<file path="src/rtl/core/blbs_pkg.sv">
package blbs_pkg;

  // lane geometry and queue sizing
  localparam int STEPS       = 13;
  localparam int QUEUE_DEPTH = 256;  // power of two, at least 4
  localparam int QPTR_W      = $clog2(QUEUE_DEPTH);
  localparam int QCNT_W      = QPTR_W + 1;
  localparam int BANK_DEPTH  = QUEUE_DEPTH / 2;
  localparam int BANK_W      = QPTR_W - 1;
  localparam int RIDER_W     = $clog2(STEPS + 1);

  // field widths
  localparam int STAMP_W = 16;
  localparam int CAP_W   = 9;
  localparam int BLIM_W  = 4;
  localparam int THR_W   = 8;
  localparam int CFG_W   = 9;

  // configuration register indexes
  localparam logic [1:0] CFG_CAPACITY = 2'd0;
  localparam logic [1:0] CFG_BATCH    = 2'd1;
  localparam logic [1:0] CFG_THRESH   = 2'd2;

  // reset values of the configuration registers
  localparam logic [CAP_W-1:0]  CAP_RESET  = CAP_W'(200);
  localparam logic [BLIM_W-1:0] BLIM_RESET = BLIM_W'(2);
  localparam logic [THR_W-1:0]  THR_RESET  = THR_W'(6);

  // lane direction codes
  localparam logic [1:0] DIR_IDLE = 2'd0;
  localparam logic [1:0] DIR_UP   = 2'd1;
  localparam logic [1:0] DIR_DOWN = 2'd2;

  localparam logic [BLIM_W-1:0] BATCH_MAX = '1;

  typedef logic [STAMP_W-1:0] stamp_t;

  // one step of the lane
  typedef struct packed {
    logic   occ;
    stamp_t stamp;
  } step_t;

  // control shared by every cell
  typedef struct packed {
    logic shift;
    logic up;
  } cell_ctrl_t;

  typedef struct packed {
    logic [1:0] arrivals;
    logic       first_down;
    logic       second_down;
  } in_word_t;

  typedef struct packed {
    logic [1:0]        lane_dir;
    logic              finished;
    logic [15:0]       turnaround;
    logic [8:0]        up_waiting;
    logic [8:0]        down_waiting;
    logic [3:0]        riders;
    logic [8:0]        population;
    logic [1:0]        refused;
    logic [3:0]        batches;
  } out_word_t;

endpackage

</file>
<file path="src/rtl/core/blbs_cell.sv">
module blbs_cell import blbs_pkg::*; (
  input  logic       clk_i,
  input  logic       rst_ni,
  input  cell_ctrl_t ctrl_i,
  input  step_t      lo_i,
  input  step_t      hi_i,
  output step_t      step_o
);

  logic   occ_q;
  stamp_t stamp_q;
  step_t  src;

  // neighbour that feeds this step in the current direction
  assign src = ctrl_i.up ? lo_i : hi_i;

  // occupancy
  always_ff @(posedge clk_i or negedge rst_ni) begin
    if (!rst_ni) begin
      occ_q <= 1'b0;
    end else if (ctrl_i.shift) begin
      occ_q <= src.occ;
    end
  end

  // arrival stamp of the rider on this step
  always_ff @(posedge clk_i) begin
    if (ctrl_i.shift) begin
      stamp_q <= src.stamp;
    end
  end

  assign step_o = '{occ: occ_q, stamp: stamp_q};

endmodule

</file>
<file path="config.mk">
export PLATFORM = sky130hd
export DESIGN_NAME = blbs_cell
export DESIGN_NICKNAME = d
export VERILOG_FILES = /design/src/rtl/core/blbs_pkg.sv /design/src/rtl/core/blbs_cell.sv
export SDC_FILE = /design/constraint.sdc
export NUM_CORES = 1
export LEC_CHECK = 0
export ABC_AREA = 1
export BUFFER_PORTS_ARGS = -buffer_cell sky130_fd_sc_hd__buf_2
export CORE_AREA = 2 2 48 50
export DETAILED_ROUTE_END_ITERATION = 8
export DIE_AREA = 0 0 50 52
export GPL_TIMING_DRIVEN = 1
export HOLD_SLACK_MARGIN = 0.05
export PLACE_DENSITY = 0.81
export SYNTH_ARGS = -nofsm -noshare
export SYNTH_HDL_FRONTEND = slang
export SYNTH_SLANG_ARGS = --single-unit
</file>
<file path="constraint.sdc">
create_clock -name clk_i -period 0.8 [get_ports clk_i]
set_input_delay 0.12 -clock clk_i [delete_from_list [all_inputs] [get_ports clk_i]]
set_output_delay 0.12 -clock clk_i [all_outputs]
set_load 0.03 [all_outputs]
</file>
==> flow_metrics.tcl, run 1 <==
set metrics [dict create \
    fp.dieW_um 50 \
    clkSinkCount 17 \
    setup_violations 17 \
    relSlewSlack 0.9004 \
    synthesis.nets 116 \
    start_kind "flop" \
    grt.overflow.total 0 \
    avgRoutedWirePerCell_um 10.77 \
    netlist_area_um2 788.3 \
    yosysUniqueCellTypes 11 \
    fmax_ghz 1.038 \
    synth-compound-area-share 0 \
    area_growth_pct 57.46 \
    max_slew.worst_pin.slew_ns 0.1493 \
    crit_family "flip-flops" \
    powerDensity_mw_per_mm2 1719 \
    wirelength_um 1787 \
    worstPathRequired_ns 0.68 \
    hold_violations 0 \
    synth_cells 78 \
    leakage_nw 0.6420 \
    io-pin-count 55 \
    worstHoldPathType "in -> reg" \
    power_mw 2.134 \
    cts_tree "done" \
    final_nets 177 \
    yosysWarnings 0 \
    rows 17 \
    synthAdderAreaFrac 0 \
    reg2regPathDepth 3 \
    clock-root-buffer "clkbuf_4" \
    critical_path_cell_count 1 \
    grt_pass1_wl_um 2842 \
    final_cell_mix "nand2_1, buf_2, buf_6, edfxtp_1, nand2_2" \
    vias 720 \
    final_common_cell "nand2_1" \
    h-tree-depth 1 \
    synth_xor_area_frac 0 \
    remaining_drc_errors 0 \
    post_dp_cell_area_mm2 0.001089 \
    initial_core_util 0.3743 \
    worst_path_max_delay_cell "edfxtp_1" \
    outcome "complete, but fails checks" \
    avgSynthCellArea_um2 10.11 \
    ys_ff_latch 17 \
    path_buf_inv 1 \
    muxShareOfSynthArea 0 \
    viasPerCell 4.337 \
    dr.pass1.iters 4 \
    antenna_found_initial 0 \
    grt_pass1_vias 702 \
    drive_above_1_share 0.5000 \
    drv_cap 0 \
    fillerInstances 192 \
    crit_arrival_ns 0.84 \
    cts.clk_slew.worst_paths_ns 0.09 \
    ir_worst_vdd_uv 864.3 \
    grt_max_degree 19 \
    rsz0062_at_grt "true" \
    final_area_mm2 0.001241 \
    skew_ns 0 \
    fin_util 0.5894 \
    cp_cell_sequence "buf_6" \
    initialDrtViolationCount 8 \
    die_h_um 52 \
    failed_checks "setup timing" \
    io_buffers 54 \
    ys_seq_area_frac 0.6413 \
    gp_congestion 0.5750 \
    fin_crit_sh 1.204 \
    core_area_mm2 0.002106 \
    clock_path_buffers 2 \
    dieArea_mm2 0.002600 \
    holdPathStages 3 \
    slew_violations 0 \
    pre_cts_ws_ns -0.03383 \
    grt.total_usage 0.1488 \
    crit_path_max_fanout 1 \
    ant_nets 0 \
    cp-end-kind "output pin" \
    fin_ws_ns -0.1630 \
    cp_slowest_stage_delay_ns 0.41 \
    min_period_ns 0.9630 \
    synthSimpleGateAreaFrac 0.2698 \
    hpwl_um 1294 \
    synth_top_family_by_area "simple AND/OR/NAND/NOR gates" \
    numCtsBuffers 3 \
    diodes 0 \
    worstSkewPairLatency_ns 0.27 \
    setup.worst_path.class "reg -> out" \
]
==> area by class of cell <==
cell class,count,area [µm²],share of cell area
well taps,28,35.03,0.02823
clock buffers,4,26.28,0.02117
inverters,4,22.52,0.01815
flip-flops and latches,17,505.5,0.4073
repair buffers,60,436.7,0.3518
multi-input cells,53,215.2,0.1734
==> through the flow <==
step,setup TNS [ns],hold slack [ns],instances
floorplan,0,-0.1756,78
global placement,-0.01352,-0.1049,160
detailed placement,-0.1845,-0.1013,160
CTS,-2.699,0.08430,165
global route,-3.232,0.09158,166
finish,-2.427,0.09798,166
==> routing by layer <==
layer	track usage	routed length [µm]
met4	0.06944	7
met1	0.1526	659
met5	0	0
met2	0.2763	921
met3	0.04310	198
==> final timing paths <==
check | start | to | slack, ns
min in group asynchronous | rst_ni | occ_q | 0.14
worst min-delay path | hi_i[14] | stamp_q[14] | 0.1
worst max register to register | occ_q | occ_q | 0.07
worst min register to register | occ_q | occ_q | 0.60
worst max-delay path | stamp_q[10] | step_o[10] | -0.16
max in group asynchronous | rst_ni | occ_q | 0.58
==> synth_stat cells <==
cell      number  area [µm²]
nand2_2        5       31.28
buf_6          1       11.26
inv_8          1       11.26
edfxtp_1      16       480.5
clkbuf_8       1       13.76
buf_8          1       15.01
buf_4          1       7.510
nand2_1       47       176.4
inv_1          3       11.26
nand3_1        1       5.000
dfrtp_1        1       25.02
==> state kept, by name (all words and copies together) (netlist names) <==
name	cells
occ_q	1
stamp_q	16
==> what timing repair did <==
item | 4_1_cts | 5_1_grt
setup buffers | 0 | 1
hold buffers | 1 | 0
endpoints found under the hold margin | 1 | 0
resized for setup | 34 | 1
cloned | 0 | 0
setup endpoints to repair | 17 | 17
==> cell families (layout without fill, tap and decap cells) <==
kind of cell           count (synthesis)  in the layout
AND/OR/NAND/NOR                       53             53
buffers and inverters                  8             68
flip-flops                            17             17
==> where the power goes <==
group / switching, mW / internal (mW) / leakage, nW
Clock: 0.244 / 0.193 / 0.0150
Combinational: 0.314 / 0.274 / 0.459
Sequential: 0.0389 / 1.07 / 0.168
Power figures use the tool's default switching activity.
==> run 2, diff against run 1 <==
TNS_END_PERCENT = 20   (was not set)
==> run 2 against run 1 <==
Effect of this change: the run still ends with setup timing left; register-to-register slack better by 0.11 ns; sequential share of layout area increased by 0.33 points; clock power is essentially flat; utilization fell by 0.48 points; setup slack worse by 0.0033 ns; critical endpoint unchanged; clock-buffer cell count unchanged; non-clock buffer count decreased by 1; sequential power about the same; critical path depth is the same; cell count is 0.60% lower.
==> flow_metrics.tcl, run 2 (synthesis gave the netlist of run 1 again) <==
set metrics [dict create \
    outcome "complete, but fails checks" \
    failed_checks "setup timing" \
    power.switching_mw 0.5963 \
    worstPathRequired_ns 0.68 \
    fin_ws_ns -0.1663 \
    antenna_found_initial 0 \
    hpwl_um 1294 \
    multiInputGateArea_um2 212.7 \
    clock-root-buffer "clkbuf_4" \
    initialDrtViolationCount 14 \
    fin_crit_sh 1.208 \
    rr_endpoint "occ_q" \
    p_int_mw 1.531 \
    clock_path_buffers 2 \
    hold_violations 0 \
    initial_core_util 0.3743 \
    viasPerCell 4.364 \
    worstSkewPairLatency_ns 0.28 \
    hold_slack_ns 0.09798 \
    slew_violations 0 \
    setup_violations 17 \
    grt_pass1_vias 702 \
    final_nets 176 \
    cp-end-kind "output pin" \
    relSlewSlack 0.9004 \
    crit_path_max_fanout 1 \
    worstHoldPathType "in -> reg" \
    gp_congestion 0.5750 \
    worst_path_max_delay_cell "edfxtp_1" \
    cts.clk_slew.worst_paths_ns 0.09 \
    dr.pass1.iters 4 \
    min_period_ns 0.9663 \
    rows 17 \
    vias 720 \
    start_kind "flop" \
    area_growth_pct 56.19 \
    switching_share 0.2803 \
    powerDensity_mw_per_mm2 1728 \
    io_buffers 54 \
    leakage_nw 0.6367 \
    setup.worst_path.class "reg -> out" \
    comb_power_share 0.271 \
    dieArea_mm2 0.002600 \
    power.share.sequential 0.522 \
    min-delay-start "hi_i[14]" \
    holdPathStages 3 \
    grt.overflow.total 0 \
    final_common_cell "nand2_1" \
    numCtsBuffers 3 \
    skew_ns 0 \
    reg2regPathDepth 2 \
    dp_cells 160 \
    grt_max_degree 19 \
    layoutNonFillerInstCount 165 \
    largest_reg_flops 16 \
    p_clk_frac 0.207 \
    ir_worst_vdd_uv 865.1 \
    remaining_drc_errors 0 \
    max_slew.worst_pin.slew_ns 0.1494 \
    rsz0062_at_grt "true" \
    crit_family "flip-flops" \
    regArea_um2 505.5 \
    cp_slowest_stage_delay_ns 0.41 \
    avgRoutedWirePerCell_um 10.78 \
    post_dp_cell_area_mm2 0.001089 \
    r2r_start "occ_q" \
    largestRegisters "stamp_q x16, occ_q x1" \
    reg2reg_slack_ns 0.18 \
    grt.total_usage 0.1488 \
    pre_cts_ws_ns -0.03383 \
    core_area_mm2 0.002106 \
    fmax_ghz 1.035 \
    fp.dieW_um 50 \
    wirelength_um 1778 \
    post_cts_buffers 0 \
    crit_arrival_ns 0.85 \
    ant_nets 0 \
    whs_endpoint "stamp_q[14]" \
    final_area_mm2 0.001231 \
    fillerInstances 193 \
    fin_util 0.5847 \
    final_cell_mix "nand2_1, buf_2, buf_6, edfxtp_1, nand2_2" \
    cp_cell_sequence "buf_6" \
    path_buf_inv 1 \
    cts_tree "done" \
    h-tree-depth 1 \
    io-pin-count 55 \
    grt_pass1_wl_um 2842 \
    diodes 0 \
    clkSinkCount 17 \
    largest_register "stamp_q" \
    drive_above_1_share 0.4891 \
    drv_cap 0 \
    die_h_um 52 \
]
run 2: per-stage QoR:
step | total power [mW] | setup TNS, ns
global route | 2.245 | -3.246
detailed placement | 1.591 | -0.1845
floorplan | 1.400 | 0
CTS | 2.155 | -2.699
global placement | 1.579 | -0.01352
finish | 2.127 | -2.452
run 2: cell type report:
class | count | share of cell area
flip-flops and latches | 17 | 0.4106
repair buffers | 59 | 0.3486
multi-input cells | 53 | 0.1728
well taps | 28 | 0.02846
clock buffers | 4 | 0.02134
inverters | 4 | 0.01829
run 2: power by group through the flow:
| stage | Combinational (mW) | Clock (mW) | Sequential (mW) |
|---|---|---|---|
| after floorplan | 0.130 | 0 | 1.27 |
| after global placement | 0.474 | 0 | 1.10 |
| after detailed placement | 0.483 | 0 | 1.11 |
| after CTS | 0.579 | 0.467 | 1.11 |
| after global routing | 0.618 | 0.508 | 1.12 |
| final | 0.577 | 0.440 | 1.11 |
run 2: routing by layer:
layer  track usage  vias up  share of wire
li1              -      364              -
met1        0.1526      312           0.37
met2        0.2763       42           0.52
met3       0.04310        2           0.11
met4       0.06944        0         0.0039
met5             0        -              0
run 2: how the worst max path moves through the flow:
stage | from | endpoint | slack (ns) | depth (start not counted)
2_1_floorplan | ctrl_i[0] | stamp_q[10] | 0.06 | 5
4_1_cts | stamp_q[12] | step_o[12] | -0.18 | 1
3_3_place_gp | ctrl_i[0] | stamp_q[13] | -0.006 | 4
5_1_grt | stamp_q[14] | step_o[14] | -0.21 | 1
3_5_place_dp | ctrl_i[0] | stamp_q[13] | -0.03 | 4
6_report | stamp_q[10] | step_o[10] | -0.17 | 1
run 2: timing repair:
item,4_1_cts,5_1_grt
endpoints found under the setup margin,17,17
hold endpoints to repair,1,0
hold buffers,1,0
pin swaps,0,0
resized for setup,34,0
run 2: worst min-delay path: cells and delay by family:
| family | cells | cell delay, ns |
|---|---|---|
| buffers and inverters | 1 | 0.07 |
| and+or+nand+nor | 2 | 0.08 |
==> run 3, diff against run 2 <==
RECOVER_POWER = 50   (was not set)
==> run 3 against run 2 <==
Effect of this change: the run still ends with setup timing left; cell count is the same; first-iteration DRC count is the same; sequential cell count unchanged; clock power about the same; clock-buffer cell count stayed put; sequential share of layout area grew 0.51 points; maximum frequency is the same.
==> flow_metrics.tcl, run 3 (synthesis gave the netlist of run 1 again) <==
set metrics [dict create \
    diodes 0 \
    power_mw 2.117 \
    clkSinkCount 17 \
    largestRegisters "stamp_q x16, occ_q x1" \
    reg2regPathDepth 2 \
    rr_endpoint "occ_q" \
    final.setup.tns_ns -2.452 \
    cp_slowest_stage_delay_ns 0.41 \
    worstHoldPathType "in -> reg" \
    holdPathStages 3 \
    ant_nets 0 \
    hold_violations 0 \
    area_growth_pct 54.29 \
    h-tree-depth 1 \
    clock_path_buffers 2 \
    initial_core_util 0.3743 \
    final_nets 176 \
    fin_crit_sh 1.208 \
    largest_register "stamp_q" \
    initialDrtViolationCount 14 \
    min-delay-start "hi_i[14]" \
    fin_ws_ns -0.1663 \
    ir_worst_vdd_uv 864.3 \
    gp_congestion 0.5750 \
    whs_endpoint "stamp_q[14]" \
    wirelength_um 1777 \
    remaining_drc_errors 0 \
    regArea_um2 505.5 \
    p_clk_frac 0.208 \
    power.switching_mw 0.5947 \
    min_period_ns 0.9663 \
    post_dp_cell_area_mm2 0.001089 \
    switching_share 0.2808 \
    outcome "complete, but fails checks" \
    start_kind "flop" \
    max_slew.worst_pin.slew_ns 0.4183 \
    grt_max_degree 19 \
    skew_ns 0 \
    grt.overflow.total 0 \
    final_cell_mix "nand2_1, buf_2, buf_6, edfxtp_1, nand2_2" \
    cts.clk_slew.worst_paths_ns 0.09 \
    clock-root-buffer "clkbuf_4" \
    viasPerCell 4.364 \
    crit_arrival_ns 0.85 \
    drv_cap 0 \
    fp.dieW_um 50 \
    avgRoutedWirePerCell_um 10.77 \
    setup_violations 17 \
    largest_reg_flops 16 \
    vias 720 \
    rows 17 \
    worstPathRequired_ns 0.68 \
    cts_tree "done" \
    p_int_mw 1.523 \
    fmax_ghz 1.035 \
    comb_power_share 0.268 \
    crit_path_max_fanout 1 \
    dieArea_mm2 0.002600 \
    failed_checks "setup timing" \
    setup.worst_path.class "reg -> out" \
    power.share.sequential 0.524 \
    io_buffers 54 \
    grt.total_usage 0.1488 \
    final_common_cell "nand2_1" \
    final_area_mm2 0.001216 \
    core_area_mm2 0.002106 \
    hold_slack_ns 0.09798 \
    fillerInstances 195 \
    cp_cell_sequence "buf_6" \
    grt_pass1_wl_um 2842 \
    relSlewSlack 0.7212 \
    dr.pass1.iters 4 \
    r2r_start "occ_q" \
    multiInputGateArea_um2 212.7 \
    io-pin-count 55 \
    powerDensity_mw_per_mm2 1741 \
    antenna_found_initial 0 \
    cp-end-kind "output pin" \
    pre_cts_ws_ns -0.03383 \
    crit_family "flip-flops" \
    numCtsBuffers 3 \
    rsz0062_at_grt "true" \
    path_buf_inv 1 \
    worst_path_max_delay_cell "edfxtp_1" \
    grt_pass1_vias 702 \
    leakage_nw 0.6315 \
    die_h_um 52 \
    worstSkewPairLatency_ns 0.28 \
    hpwl_um 1294 \
    slew_violations 0 \
    reg2reg_slack_ns 0.18 \
    drive_above_1_share 0.4891 \
]
[run 3: metal layers]
| layer | wire length [µm] | GRT usage | share of wire |
|---|---|---|---|
| met5 | 0 | 0 | 0 |
| met4 | 7 | 0.06944 | 0.0039 |
| met3 | 198 | 0.04310 | 0.11 |
| met2 | 921 | 0.2763 | 0.52 |
| met1 | 649 | 0.1526 | 0.37 |
[run 3: power groups by stage]
stage          Sequential (mW)  Clock (mW)  Combinational, mW
2_1_floorplan             1.27           0              0.130
3_3_place_gp              1.10           0              0.474
5_1_grt                   1.12       0.508              0.608
6_report                  1.11       0.440              0.567
4_1_cts                   1.11       0.467              0.579
3_5_place_dp              1.11           0              0.483
[run 3: area by class of cell]
type                    count  area share
flip-flops and latches     17      0.4156
repair buffers             59      0.3405
multi-input cells          53      0.1749
well taps                  28     0.02881
clock buffers               4     0.02160
inverters                   4     0.01852
[run 3: stage by stage]
stage,instances,util
6_report,165,0.5775
2_1_floorplan,78,-
3_5_place_dp,160,0.5169
3_3_place_gp,160,0.5169
4_1_cts,165,0.5847
5_1_grt,165,0.5775
[run 3: worst max-delay path by stage]
stage | startpoint | endpoint | slack, ns | cells after the start
after floorplan | ctrl_i[0] | stamp_q[10] | 0.06 | 5
after global placement | ctrl_i[0] | stamp_q[13] | -0.006 | 4
after global routing | stamp_q[14] | step_o[14] | -0.21 | 1
after detailed placement | ctrl_i[0] | stamp_q[13] | -0.03 | 4
final | stamp_q[10] | step_o[10] | -0.17 | 1
after CTS | stamp_q[12] | step_o[12] | -0.18 | 1
[run 3: what timing repair did]
action	CTS	global route
buffers inserted	0	0
hold buffers	1	0
endpoints found under the hold margin	1	0
endpoints found under the setup margin	17	17
resized for setup	34	0
